File: src/rtl/core/srb_pkg.sv
package srb_pkg;

   localparam int SAMPLE_W  = 8;
   localparam int REQ_W     = 7;
   localparam int OQ_DEPTH  = 4;
   localparam int OQ_IDX_W  = 2;
   localparam int OQ_CNT_W  = 3;
   localparam int CQ_DEPTH  = 2;

   typedef enum logic {
      OP_PUSH = 1'b0,
      OP_PULL = 1'b1
   } op_type;

   typedef enum logic {
      BACK_IDLE,
      BACK_PULL
   } back_state_type;

   // Decoded command handed from the front end to the back end
   typedef struct packed {
      op_type                       operation;
      logic signed [SAMPLE_W-1:0]   sample;
      logic                         batch_end;
      logic [REQ_W-1:0]             count;
   } cmd_type;

   // One result word as it waits in the output queue
   typedef struct packed {
      logic signed [SAMPLE_W-1:0]   sample;
      logic                         last;
      logic                         under;
      logic                         over;
      logic                         pad;
   } word_type;

endpackage

File: src/rtl/core/srb_if.sv
interface srb_req_if import srb_pkg::*; ();
   logic                         valid;
   logic                         ready;
   logic                         operation;
   logic signed [SAMPLE_W-1:0]   sample_in;
   logic                         batch_end;
   logic [REQ_W-1:0]             request_count;

   modport source (output valid, operation, sample_in, batch_end, request_count,
                   input ready);
   modport sink (input valid, operation, sample_in, batch_end, request_count,
                 output ready);
endinterface

interface srb_rsp_if import srb_pkg::*; ();
   logic                         valid;
   logic                         ready;
   logic signed [SAMPLE_W-1:0]   sample_out;
   logic                         last_of_run;
   logic                         underrun;
   logic                         overrun;
   logic                         padded;

   modport source (output valid, sample_out, last_of_run, underrun, overrun, padded,
                   input ready);
   modport sink (input valid, sample_out, last_of_run, underrun, overrun, padded,
                 output ready);
endinterface

File: src/rtl/core/srb_front.sv
module srb_front import srb_pkg::*; #(
   parameter int MAX_REQUEST = 64
) (
   input  logic        clock,
   input  logic        reset,
   srb_req_if.sink     req_chan,
   output cmd_type     cmd,
   output logic        cmd_valid,
   input  logic        cmd_pop
);

   cmd_type          cq_ff [CQ_DEPTH];
   cmd_type          cq_in [CQ_DEPTH];
   logic             head_ff, head_in;
   logic [1:0]       cnt_ff, cnt_in;

   logic [REQ_W-1:0] count_sat;
   logic             keep;
   logic             accept;
   logic             enq;
   logic             tail;
   cmd_type          decoded;

   always_comb begin
      count_sat = (req_chan.request_count > REQ_W'(MAX_REQUEST)) ?
                  REQ_W'(MAX_REQUEST) : req_chan.request_count;
      decoded.operation = op_type'(req_chan.operation);
      decoded.sample    = req_chan.sample_in;
      decoded.batch_end = req_chan.batch_end;
      decoded.count     = count_sat;
      // drop pulls that ask for nothing
      keep   = (decoded.operation == OP_PUSH) || (count_sat != '0);
      accept = req_chan.valid && req_chan.ready;
      enq    = accept && keep;
      tail   = head_ff ^ cnt_ff[0];
   end

   assign req_chan.ready = (cnt_ff != 2'(CQ_DEPTH));
   assign cmd_valid      = (cnt_ff != '0);
   assign cmd            = cq_ff[head_ff];

   always_comb begin
      cq_in   = cq_ff;
      head_in = head_ff;
      cnt_in  = cnt_ff;
      if (enq) begin
         cq_in[tail] = decoded;
      end
      if (cmd_pop && cmd_valid) begin
         head_in = ~head_ff;
      end
      cnt_in = cnt_ff + 2'(enq) - 2'(cmd_pop && cmd_valid);
   end

   always_ff @(posedge clock) begin
      if (reset) begin
         head_ff <= 1'b0;
         cnt_ff  <= '0;
      end else begin
         head_ff <= head_in;
         cnt_ff  <= cnt_in;
      end
   end

   always_ff @(posedge clock) begin
      cq_ff <= cq_in;
   end

endmodule

File: src/rtl/core/srb_back.sv
module srb_back import srb_pkg::*; #(
   parameter int DEPTH = 384
) (
   input  logic        clock,
   input  logic        reset,
   input  cmd_type     cmd,
   input  logic        cmd_valid,
   output logic        cmd_pop,
   srb_rsp_if.source   rsp_chan
);

   localparam int PTR_W = (DEPTH > 1) ? $clog2(DEPTH) : 1;
   localparam int CNT_W = $clog2(DEPTH + 1);
   localparam int SUM_W = CNT_W + 1;
   localparam int CMP_W = (CNT_W > REQ_W) ? CNT_W : REQ_W;

   logic signed [SAMPLE_W-1:0] sample_mem [DEPTH];
   logic signed [SAMPLE_W-1:0] rdata_ff;

   back_state_type             state_ff, state_in;
   logic [PTR_W-1:0]           rd_ptr_ff, rd_ptr_in;
   logic [CNT_W-1:0]           fill_ff, fill_in;
   logic                       over_ff, over_in;
   logic                       batch_start_ff, batch_start_in;
   logic signed [SAMPLE_W-1:0] hold_ff, hold_in;
   logic [REQ_W-1:0]           remain_ff, remain_in;
   logic [REQ_W-1:0]           copy_ff, copy_in;
   logic                       under_ff, under_in;

   logic                       s1_valid_ff, s1_valid_in;
   logic                       s1_pad_ff, s1_pad_in;
   logic                       s1_last_ff, s1_last_in;
   logic                       s1_under_ff, s1_under_in;
   logic                       s1_over_ff, s1_over_in;

   word_type                   oq_ff [OQ_DEPTH];
   word_type                   oq_in [OQ_DEPTH];
   logic [OQ_IDX_W-1:0]        oq_head_ff, oq_head_in;
   logic [OQ_CNT_W-1:0]        oq_cnt_ff, oq_cnt_in;

   logic [SUM_W-1:0]           wr_sum;
   logic [PTR_W-1:0]           wr_addr;
   logic [PTR_W-1:0]           rd_next;
   logic                       mem_wr_en;
   logic                       mem_rd_en;
   logic                       can_issue;
   logic                       pull_under;
   logic                       issue_pad;
   logic                       oq_pop;
   logic [OQ_IDX_W-1:0]        oq_tail;
   word_type                   new_word;

   always_comb begin
      wr_sum  = SUM_W'(rd_ptr_ff) + SUM_W'(fill_ff);
      wr_addr = (wr_sum >= SUM_W'(DEPTH)) ? PTR_W'(wr_sum - SUM_W'(DEPTH)) : PTR_W'(wr_sum);
      rd_next = (rd_ptr_ff == PTR_W'(DEPTH - 1)) ? '0 : rd_ptr_ff + PTR_W'(1);
      // leave room in the output queue for the read still in flight
      can_issue  = (oq_cnt_ff + OQ_CNT_W'(s1_valid_ff)) < OQ_CNT_W'(OQ_DEPTH);
      pull_under = CMP_W'(cmd.count) >= CMP_W'(fill_ff);
      issue_pad  = (copy_ff == '0);
   end

   // next state
   always_comb begin
      state_in = state_ff;
      case (state_ff)
         BACK_IDLE: begin
            if (cmd_valid && cmd.operation == OP_PULL) begin
               state_in = BACK_PULL;
            end
         end
         BACK_PULL: begin
            if (can_issue && remain_ff == REQ_W'(1)) begin
               state_in = BACK_IDLE;
            end
         end
         default: state_in = BACK_IDLE;
      endcase
   end

   // datapath and control outputs
   always_comb begin
      cmd_pop        = 1'b0;
      mem_wr_en      = 1'b0;
      mem_rd_en      = 1'b0;
      rd_ptr_in      = rd_ptr_ff;
      fill_in        = fill_ff;
      over_in        = over_ff;
      batch_start_in = batch_start_ff;
      remain_in      = remain_ff;
      copy_in        = copy_ff;
      under_in       = under_ff;
      s1_valid_in    = 1'b0;
      s1_pad_in      = s1_pad_ff;
      s1_last_in     = s1_last_ff;
      s1_under_in    = s1_under_ff;
      s1_over_in     = s1_over_ff;
      case (state_ff)
         BACK_IDLE: begin
            if (cmd_valid) begin
               cmd_pop = 1'b1;
               if (cmd.operation == OP_PUSH) begin
                  mem_wr_en      = 1'b1;
                  batch_start_in = cmd.batch_end;
                  if (fill_ff < CNT_W'(DEPTH)) begin
                     fill_in = fill_ff + CNT_W'(1);
                     over_in = batch_start_ff ? 1'b0 : over_ff;
                  end else begin
                     // full: drop the oldest word
                     rd_ptr_in = rd_next;
                     over_in   = 1'b1;
                  end
               end else begin
                  remain_in = cmd.count;
                  under_in  = pull_under;
                  copy_in   = pull_under ? REQ_W'(fill_ff) : cmd.count;
               end
            end
         end
         BACK_PULL: begin
            if (can_issue) begin
               s1_valid_in = 1'b1;
               s1_pad_in   = issue_pad;
               s1_last_in  = (remain_ff == REQ_W'(1));
               s1_under_in = under_ff;
               s1_over_in  = over_ff;
               remain_in   = remain_ff - REQ_W'(1);
               if (!issue_pad) begin
                  mem_rd_en = 1'b1;
                  rd_ptr_in = rd_next;
                  fill_in   = fill_ff - CNT_W'(1);
                  copy_in   = copy_ff - REQ_W'(1);
               end
            end
         end
         default: begin
         end
      endcase
   end

   always_ff @(posedge clock) begin
      if (mem_wr_en) begin
         sample_mem[wr_addr] <= cmd.sample;
      end
      if (mem_rd_en) begin
         rdata_ff <= sample_mem[rd_ptr_ff];
      end
   end

   // output queue fill and drain
   always_comb begin
      oq_pop           = rsp_chan.valid && rsp_chan.ready;
      oq_tail          = oq_head_ff + oq_cnt_ff[OQ_IDX_W-1:0];
      new_word.sample  = s1_pad_ff ? hold_ff : rdata_ff;
      new_word.last    = s1_last_ff;
      new_word.under   = s1_under_ff;
      new_word.over    = s1_over_ff;
      new_word.pad     = s1_pad_ff;
      hold_in          = (s1_valid_ff && !s1_pad_ff) ? rdata_ff : hold_ff;
      oq_in            = oq_ff;
      if (s1_valid_ff) begin
         oq_in[oq_tail] = new_word;
      end
      oq_head_in = oq_pop ? oq_head_ff + OQ_IDX_W'(1) : oq_head_ff;
      oq_cnt_in  = oq_cnt_ff + OQ_CNT_W'(s1_valid_ff) - OQ_CNT_W'(oq_pop);
   end

   assign rsp_chan.valid       = (oq_cnt_ff != '0);
   assign rsp_chan.sample_out  = oq_ff[oq_head_ff].sample;
   assign rsp_chan.last_of_run = oq_ff[oq_head_ff].last;
   assign rsp_chan.underrun    = oq_ff[oq_head_ff].under;
   assign rsp_chan.overrun     = oq_ff[oq_head_ff].over;
   assign rsp_chan.padded      = oq_ff[oq_head_ff].pad;

   always_ff @(posedge clock) begin
      if (reset) begin
         state_ff       <= BACK_IDLE;
         rd_ptr_ff      <= '0;
         fill_ff        <= '0;
         over_ff        <= 1'b0;
         batch_start_ff <= 1'b1;
         hold_ff        <= '0;
         remain_ff      <= '0;
         copy_ff        <= '0;
         under_ff       <= 1'b0;
         s1_valid_ff    <= 1'b0;
         oq_head_ff     <= '0;
         oq_cnt_ff      <= '0;
      end else begin
         state_ff       <= state_in;
         rd_ptr_ff      <= rd_ptr_in;
         fill_ff        <= fill_in;
         over_ff        <= over_in;
         batch_start_ff <= batch_start_in;
         hold_ff        <= hold_in;
         remain_ff      <= remain_in;
         copy_ff        <= copy_in;
         under_ff       <= under_in;
         s1_valid_ff    <= s1_valid_in;
         oq_head_ff     <= oq_head_in;
         oq_cnt_ff      <= oq_cnt_in;
      end
   end

   always_ff @(posedge clock) begin
      s1_pad_ff   <= s1_pad_in;
      s1_last_ff  <= s1_last_in;
      s1_under_ff <= s1_under_in;
      s1_over_ff  <= s1_over_in;
      oq_ff       <= oq_in;
   end

endmodule

File: src/rtl/core/sample_ring_buffer_hold_last.sv
// Ring FIFO of signed 8-bit samples. A push word stores one sample; when the ring is
// full the oldest sample is overwritten and overrun is reported for the current batch
// (batch_end closes a batch). A pull word asks for request_count samples (saturated to
// MAX_REQUEST, zero asks for nothing) and gets exactly that many result words; when the
// request reaches the fill level, the ring is drained and the run is padded with the
// last delivered sample, with underrun set on every word of the run. Input words go
// into a two-entry command queue, so req_chan takes a word per cycle until that queue
// is full. The back end takes a push in its idle state and, for a pull, loads the count
// and then issues one word per cycle while rsp_chan is ready; the single-port sample
// memory has a registered read, covered by a four-entry output queue. The memory needs
// no clearing after reset.
module sample_ring_buffer_hold_last import srb_pkg::*; #(
   parameter int DEPTH       = 384,
   parameter int MAX_REQUEST = 64
) (
   input  logic        clock,
   input  logic        reset,
   srb_req_if.sink     req_chan,
   srb_rsp_if.source   rsp_chan
);

   cmd_type cmd;
   logic    cmd_valid;
   logic    cmd_pop;

   srb_front #(
      .MAX_REQUEST(MAX_REQUEST)
   ) u_front (
      .clock     (clock),
      .reset     (reset),
      .req_chan  (req_chan),
      .cmd       (cmd),
      .cmd_valid (cmd_valid),
      .cmd_pop   (cmd_pop)
   );

   srb_back #(
      .DEPTH(DEPTH)
   ) u_back (
      .clock     (clock),
      .reset     (reset),
      .cmd       (cmd),
      .cmd_valid (cmd_valid),
      .cmd_pop   (cmd_pop),
      .rsp_chan  (rsp_chan)
   );

endmodule

File: src/flat_wrapper.sv
// flat-port wrapper written by rule: the top's interface ports become plain ports
module sample_ring_buffer_hold_last_flat import srb_pkg::*;
#(
   parameter int DEPTH       = 384,
   parameter int MAX_REQUEST = 64
)
  (clock, reset, req_chan_valid, req_chan_operation, req_chan_sample_in, req_chan_batch_end, req_chan_request_count, req_chan_ready, rsp_chan_valid, rsp_chan_sample_out, rsp_chan_last_of_run, rsp_chan_underrun, rsp_chan_overrun, rsp_chan_padded, rsp_chan_ready);
  srb_req_if req_chan_i ();
  srb_rsp_if rsp_chan_i ();
  input  logic clock;
  input  logic reset;
  input wire logic [$bits(req_chan_i.valid)-1:0] req_chan_valid;
  input wire logic [$bits(req_chan_i.operation)-1:0] req_chan_operation;
  input wire logic [$bits(req_chan_i.sample_in)-1:0] req_chan_sample_in;
  input wire logic [$bits(req_chan_i.batch_end)-1:0] req_chan_batch_end;
  input wire logic [$bits(req_chan_i.request_count)-1:0] req_chan_request_count;
  output wire logic [$bits(req_chan_i.ready)-1:0] req_chan_ready;
  output wire logic [$bits(rsp_chan_i.valid)-1:0] rsp_chan_valid;
  output wire logic [$bits(rsp_chan_i.sample_out)-1:0] rsp_chan_sample_out;
  output wire logic [$bits(rsp_chan_i.last_of_run)-1:0] rsp_chan_last_of_run;
  output wire logic [$bits(rsp_chan_i.underrun)-1:0] rsp_chan_underrun;
  output wire logic [$bits(rsp_chan_i.overrun)-1:0] rsp_chan_overrun;
  output wire logic [$bits(rsp_chan_i.padded)-1:0] rsp_chan_padded;
  input wire logic [$bits(rsp_chan_i.ready)-1:0] rsp_chan_ready;
  assign req_chan_i.valid = req_chan_valid;
  assign req_chan_i.operation = req_chan_operation;
  assign req_chan_i.sample_in = req_chan_sample_in;
  assign req_chan_i.batch_end = req_chan_batch_end;
  assign req_chan_i.request_count = req_chan_request_count;
  assign req_chan_ready = req_chan_i.ready;
  assign rsp_chan_valid = rsp_chan_i.valid;
  assign rsp_chan_sample_out = rsp_chan_i.sample_out;
  assign rsp_chan_last_of_run = rsp_chan_i.last_of_run;
  assign rsp_chan_underrun = rsp_chan_i.underrun;
  assign rsp_chan_overrun = rsp_chan_i.overrun;
  assign rsp_chan_padded = rsp_chan_i.padded;
  assign rsp_chan_i.ready = rsp_chan_ready;
  sample_ring_buffer_hold_last #(.DEPTH(DEPTH), .MAX_REQUEST(MAX_REQUEST)) u_core (.clock(clock), .reset(reset), .req_chan(req_chan_i), .rsp_chan(rsp_chan_i));
endmodule
File: config.mk
export PLATFORM = sky130hd
export DESIGN_NAME = sample_ring_buffer_hold_last_flat
export DESIGN_NICKNAME = d
export VERILOG_FILES = /design/src/rtl/core/srb_pkg.sv /design/src/rtl/core/srb_if.sv /design/src/rtl/core/srb_front.sv /design/src/rtl/core/srb_back.sv /design/src/rtl/core/sample_ring_buffer_hold_last.sv /design/src/flat_wrapper.sv
export SDC_FILE = /design/constraint.sdc
export NUM_CORES = 2
export LEC_CHECK = 0
export ABC_AREA = 1
export BUFFER_PORTS_ARGS = -buffer_cell sky130_fd_sc_hd__buf_2
export CAP_MARGIN = 30
export CORE_MARGIN = 5
export CORE_UTILIZATION = 40
export DETAILED_ROUTE_END_ITERATION = 12
export REMOVE_ABC_BUFFERS = 1
export SLEW_MARGIN = 20
export SYNTH_ARGS = -nofsm -noshare
export SYNTH_HDL_FRONTEND = slang
export SYNTH_HIERARCHICAL = 1
export SYNTH_SLANG_ARGS = --single-unit
File: constraint.sdc
create_clock -name clock -period 7.4 [get_ports clock]
set_clock_uncertainty 0.2 [all_clocks]
set_input_delay 1.48 -clock clock [delete_from_list [all_inputs] [get_ports clock]]
set_output_delay 1.48 -clock clock [all_outputs]
set_load 0.005 [all_outputs]
======== Word-level counts from Yosys, hierarchy flattened ========
Memory sizes are Yosys's and may differ from the RTL's. A register that Yosys moved wholly into a read port is not among the register bits.
Cells that the tools add are included.
storage, ports and cells
  register bits after elaboration ......... 139
  bits in writable memories ............... 3072
  bits of input ports ..................... 21
  output and inout port bits .............. 14
  memories kept ........................... 1
memory list
  name                      words  bits a word  rd ports  clocked after memory_dff  write ports  line            RTL
  u_core.u_back.sample_mem  384    8            1         1                         1            srb_back.sv:17  logic signed [SAMPLE_W-1:0] sample_mem [DEPTH];
cells by class
  $add $sub $neg .......................... 13
  order comparisons ....................... 11
  eq/ne operators ......................... 11
  multiplexer cells ....................... 54
  bitwise operators ....................... 9
  reduce and logical (&&, ||, !) cells .... 24
operator list
  kind                                                                                   number
  9-bit 2-to-1 mux                                                                       12
  17-bit 2-to-1 mux                                                                      4
  7-bit 2-to-1 mux                                                                       9
  48-bit bitwise mux                                                                     1
  12-bit 2-to-1 mux                                                                      3
  9-bit one-hot mux with 2 select lines                                                  2
  34-bit bitwise mux                                                                     1
  7-bit one-hot mux with 2 select lines                                                  2
  12-bit binary-select mux with 2-bit select                                             1
  12-bit demux with 2-bit select                                                         1
  9-bit by 1-bit adder with 9-bit output (second input constant)                         2
  17-bit demux with 1-bit select                                                         1
  2-bit != test (second input constant)                                                  8
  1-bit 2-to-1 mux                                                                       15
  7-bit by 1-bit subtractor with 7-bit output (second input constant)                    2
  9-bit by 9-bit adder with 10-bit output                                                1
  10-bit by 9-bit greater-or-equal comparator with 1-bit output (second input constant)  1
  5-bit AND reduction                                                                    2
  9-bit equality test (second input constant)                                            1
  7-bit by 9-bit greater-or-equal comparator with 1-bit output                           1
  1-bit logical AND                                                                      9
  9-bit < comparator (second input constant)                                             1
  3-bit AND reduction                                                                    3
  9-bit by 1-bit subtractor with 9-bit output (second input constant)                    1
  30 further kinds                                                                       38

======== Logic depth before layout (Yosys ltp) ========
  depth in word-level cells ............... 9
  gate-level depth with buffers ........... 21

======== Cells and area by module ========
The synthesis kept the hierarchy.
by module, submodules not included
  module     instances  cells an instance  area each (um^2)
  srb_back   1          11751              132525.9
  srb_front  1          140                1522.7

======== Least setup slack after synthesis ========
OpenSTA, ideal clock, no wires.
  path type ............................... register to register
  start ................................... reg u_core.u_front.head_ff
  end ..................................... mem u_core.u_back.sample_mem[0][0], data pin
  setup time .............................. 1.136 ns
  arrival time ............................ 5.362 ns
  data required time ...................... 6.064 ns
  path slack .............................. 0.702 ns
  cell stages (with the launch flop) ...... 6
  buffers on the path ..................... 2
  clock period less this slack ............ 6.698 ns
  path through ............................ dfxtp_1 -> buf_4 -> clkinv_1 -> buf_2 -> nand2_1 -> nand2_1
RTL lines
  element                   line             RTL
  start: declaration        srb_front.sv:14  logic head_ff, head_in;
  start signal: assignment  srb_front.sv:60  head_ff <= head_in;
  end: declaration          srb_back.sv:17

======== Worst setup path after layout ========
  start ................................... reg u_core.u_back.rd_ptr_ff[1]
  end ..................................... mem u_core.u_back.sample_mem[47][6] (enable)
on the way
  word-level cells in the longest chain between the ends .. 3
ends and longest elaborated chain
  element                                                                                                   line             RTL
  start: declaration                                                                                        srb_back.sv:21   logic [PTR_W-1:0] rd_ptr_ff, rd_ptr_in;
  start signal: assignment                                                                                  srb_back.sv:191  rd_ptr_ff <= rd_ptr_in;
  9-bit by 9-bit adder with 10-bit output *                                                                 srb_back.sv:54   wr_sum = SUM_W'(rd_ptr_ff) + SUM_W'(fill_ff);
  9-bit subtractor / 10-bit by 9-bit greater-or-equal comparator with 1-bit output (equally long branches)  srb_back.sv:55   wr_addr = (wr_sum >= SUM_W'(DEPTH)) ? PTR_W'(wr_sum - SUM_W'(DEPTH)) : PTR_W'(wr_sum);
  9-bit 2-to-1 mux *                                                                                        srb_back.sv:55
Mark *: on every way between the ends. The rest lies on a longest branch, timed or not.

==> key figures <==
STA
  – Final count of hold timing violations: 0
  – Final setup violation count: 0
  – TNS Setup: 0 ps
  – Fin crit share: 0.739
  – Slew margin rel.: 0.221
  – Peak Freq: 183 MHz
  – Fin crit period: 5470 ps
  – Worst Tran Pin Value: 1170 ps
  – Slew Limit Fails: 0
  – RSZ-0062 raised after global routing: false

Die
  – IO Pins: 35
  – Core area: 0.334 mm²
  – Die area: 0.347 mm²
  – Rows: 212
  – Starting Density: 0.402
  – Die Ht: 589 µm
  – DIE WIDTH: 589 µm

Worst hold path
  – Hold Startpoint: u_core/u_back/under_ff
  – Worst hold endpoint: u_core/u_back/s1_under_ff
  – Cells on Worst Hold Path: 0
  – Hold/Removal Path Class: flip-flop to flip-flop

Clock network
  – H-tree levels: 5
  – Post_cts resized: 0
  – TritonCTS buffer count: 330
  – CTS hold repair buffers: 0
  – # Post-CTS Setup Buffers: 0
  – CTS max path bufs: 4
  – Clk slew on worst S/H paths: 60 ps
  – CTS tree: yes
  – Clock latency on the worst-skew pair: 880 ps
  – Clock sink count: 3,219
  – Root Buffer Master: clkbuf_16

Worst setup path
  – Setup slack, reg-to-reg: 1930 ps
  – Crit-path cells: inv_8, fa_1, o21ai_2, nand3_1, nand2_1, xor2_4, buf_16, inv_2, nand4_2, nor2_1
  – Crit Path Class: flip-flop to flip-flop
  – CP max stage delay: 840 ps
  – Reg2reg start: u_core/u_back/rd_ptr_ff[1]
  – CP startpoint kind: flip-flop
  – Arr. time, crit path: 5760 ps
  – Max FO, Critical Path: 93
  – Crit. Startpoint: u_core/u_back/rd_ptr_ff[1]
  – Worst R2R Path Depth: 10
  – Req. time, crit path: 7690 ps
  – Top Family by Delay on Critical Path: simple AND/OR/NAND/NOR gates
  – Worst Path Buf+Inv: 3
  – Crit-path slowest cell: dfxtp_4
  – Worst Setup End Kind: flip-flop
  – R2r endpoint: u_core/u_back/sample_mem[47][6]

Detailed routing
  – Drt first-iter violations: 9,926
  – Drt wl/cell: 22.9 µm
  – Routed vias/inst: 5.39
  – Final wirelength: 374,000 µm
  – DRC: 0
  – Detailed-route via count: 87,900
  – Final ANT Viol Nets: 0
  – 1st-pass router iterations: 6

Synthesis
  – Post-synth EDFFs: 3,166
  – Most common cell in the netlist: edfxtp_1
  – Synth warn: 6
  – Primary FF master, synth: edfxtp_1
  – Top post-synthesis cells by area: edfxtp_1 (71%), nand2_1 (7.3%), nor2_1 (5.6%)
  – Netlist cell types: 50
  – Post-synth ARST share: 0
  – Adder-cell share of the synthesized area: 0.00347
  – Cell Area, Synth: 0.134 mm²
  – Post-synth top area share: 0.709
  – Post-Syn Area per Cell: 11.3 µm²
  – Post-synth top cells: edfxtp_1 (3,166), nand2_1 (2,606), nor2_1 (1,986)
  – Largest family of logic cells by synthesized area: simple AND/OR/NAND/NOR gates
  – Cell taking the most area after synthesis: edfxtp_1
  – Cells after Synth: 11,900
  – Compound-Gate Fraction of Synth Area: 0.0662
  – Post-synthesis sequential area ratio: 0.717
  – Post-Synth Simple-Gate Area: 0.170
  – Post-synthesis mux area share: 0
  – #FFs+latches synth: 3,219
  – XOR/XNOR Fraction of Synth Area: 0.00134

Power and ir drop
  – Cell area power density: 363 mW/mm²
  – Static Leak: 52.7 nW
  – Peak supply drop: 0.000354 V

Global route
  – GRT Residual Overflow: 0
  – First-pass GRT wire length: 549,000 µm
  – Largest net degree at the start of global routing: 189
  – Vias in the first global route: 84,500
  – Initial antenna violation count: 7
  – GR Util All Layers: 0.207

Finish
  – Number of fill cells: 30,500
  – Multi-input logic area: 0.0326 mm²
  – Post-Layout Cell Count: 16,300
  – Storage element area: 0.0961 mm²
  – Layout Nets: 11,700
  – Area Growth Syn to Fin: 11.0%
  – Layout cell share with drive strength beyond 1: 0.0647
  – Final instance area: 0.149 mm²

Placement
  – Routability Congestion: 0.847
  – # port buffers: 34
  – Placed Cells: 15,700
  – Final HPWL from detailed placement: 205,000 µm
  – Dpl cell area: 0.138 mm²

Outcome
  – Status: complete, no violations

Run
  – MaxCap Viol Count: 0
-- registers in the layout (all words and copies together), names as in the netlist, 7 cells and up --
signal                    count
u_core/u_front/cq_ff         34
u_core/u_back/oq_ff          48
u_core/u_back/sample_mem   3072
u_core/u_back/hold_ff         8
u_core/u_back/copy_ff         7
u_core/u_back/remain_ff       7
u_core/u_back/fill_ff         9
u_core/u_back/rdata_ff        8
u_core/u_back/rd_ptr_ff       9
-- logic make-up after synthesis --
logic type,count (synthesis)
compound gates,1636
flops,3219
xor+xnor,18
simple gates,5598
fa+ha+maj,36
buf+inv,1384
-- report_power, final --
part | leakage [nW] | switching, mW | total [mW] | internal, mW
Sequential | 28.9 | 0.223 | 23.0 | 22.8
Combinational | 18.8 | 11.7 | 14.9 | 3.25
Clock | 5.01 | 6.83 | 16.0 | 9.22
Total | 52.7 | 18.7 | 54.0 | 35.3
-- cell type report --
type                    count  share of cell area
diodes                      2           0.0000336
clock buffers             426              0.0595
clock inverters           161             0.00940
inverters                 655              0.0168
multi-input cells        7288               0.219
flip-flops and latches   3219               0.646
well taps                4387              0.0369
repair buffers            162              0.0124
-- layer usage --
metal,share of wire,vias to the layer above,global-route usage
met4,0.037,0,0.0726
met3,0.078,701,0.0289
met2,0.47,3680,0.335
li1,-,40500,-
met1,0.42,43100,0.289
met5,0,-,0
-- layout by cell type (no fill, tap or decap), types with 132 or more instances in the layout --
cell	instances
a21oi_1	182
nor2_1	1982
o21ai_0	1121
nand2_1	2581
inv_1	638
clkbuf_16	341
o22ai_1	132
edfxtp_1	3166
o211ai_1	172
nand3_1	859
-- worst register-to-register path: cells and delay by family, from the launching register on --
family,cells,cell delay (ps)
AOI/OAI and AO/OA,1,270
DFF,1,840
and+or+nand+nor,4,1850
xor gates and xnor gates,1,190
adders and majority gates,1,580
buffers and inverters,3,1140
-- how the worst max path moves through the flow --
stage                                       to  cells past startpoint
2_1_floorplan        u_core/u_back/rdata_ff[6]                     12
3_3_place_gp   u_core/u_back/sample_mem[47][2]                      9
3_5_place_dp   u_core/u_back/sample_mem[42][3]                     10
4_1_cts        u_core/u_back/sample_mem[42][2]                     10
5_1_grt        u_core/u_back/sample_mem[41][2]                     10
6_report       u_core/u_back/sample_mem[47][6]                     10
-- stage by stage --
step	hold WS [ps]	setup slack, ps	total power [mW]	utilization
finish	240	1930	54.0	0.446
global route	249	1750	56.3	0.446
CTS	241	1970	54.2	0.446
detailed placement	226	1990	38.2	0.415
global placement	219	1740	38.2	0.414
floorplan	203	-99570	31.7	-
No activity file was read; power rests on OpenSTA's default activity.
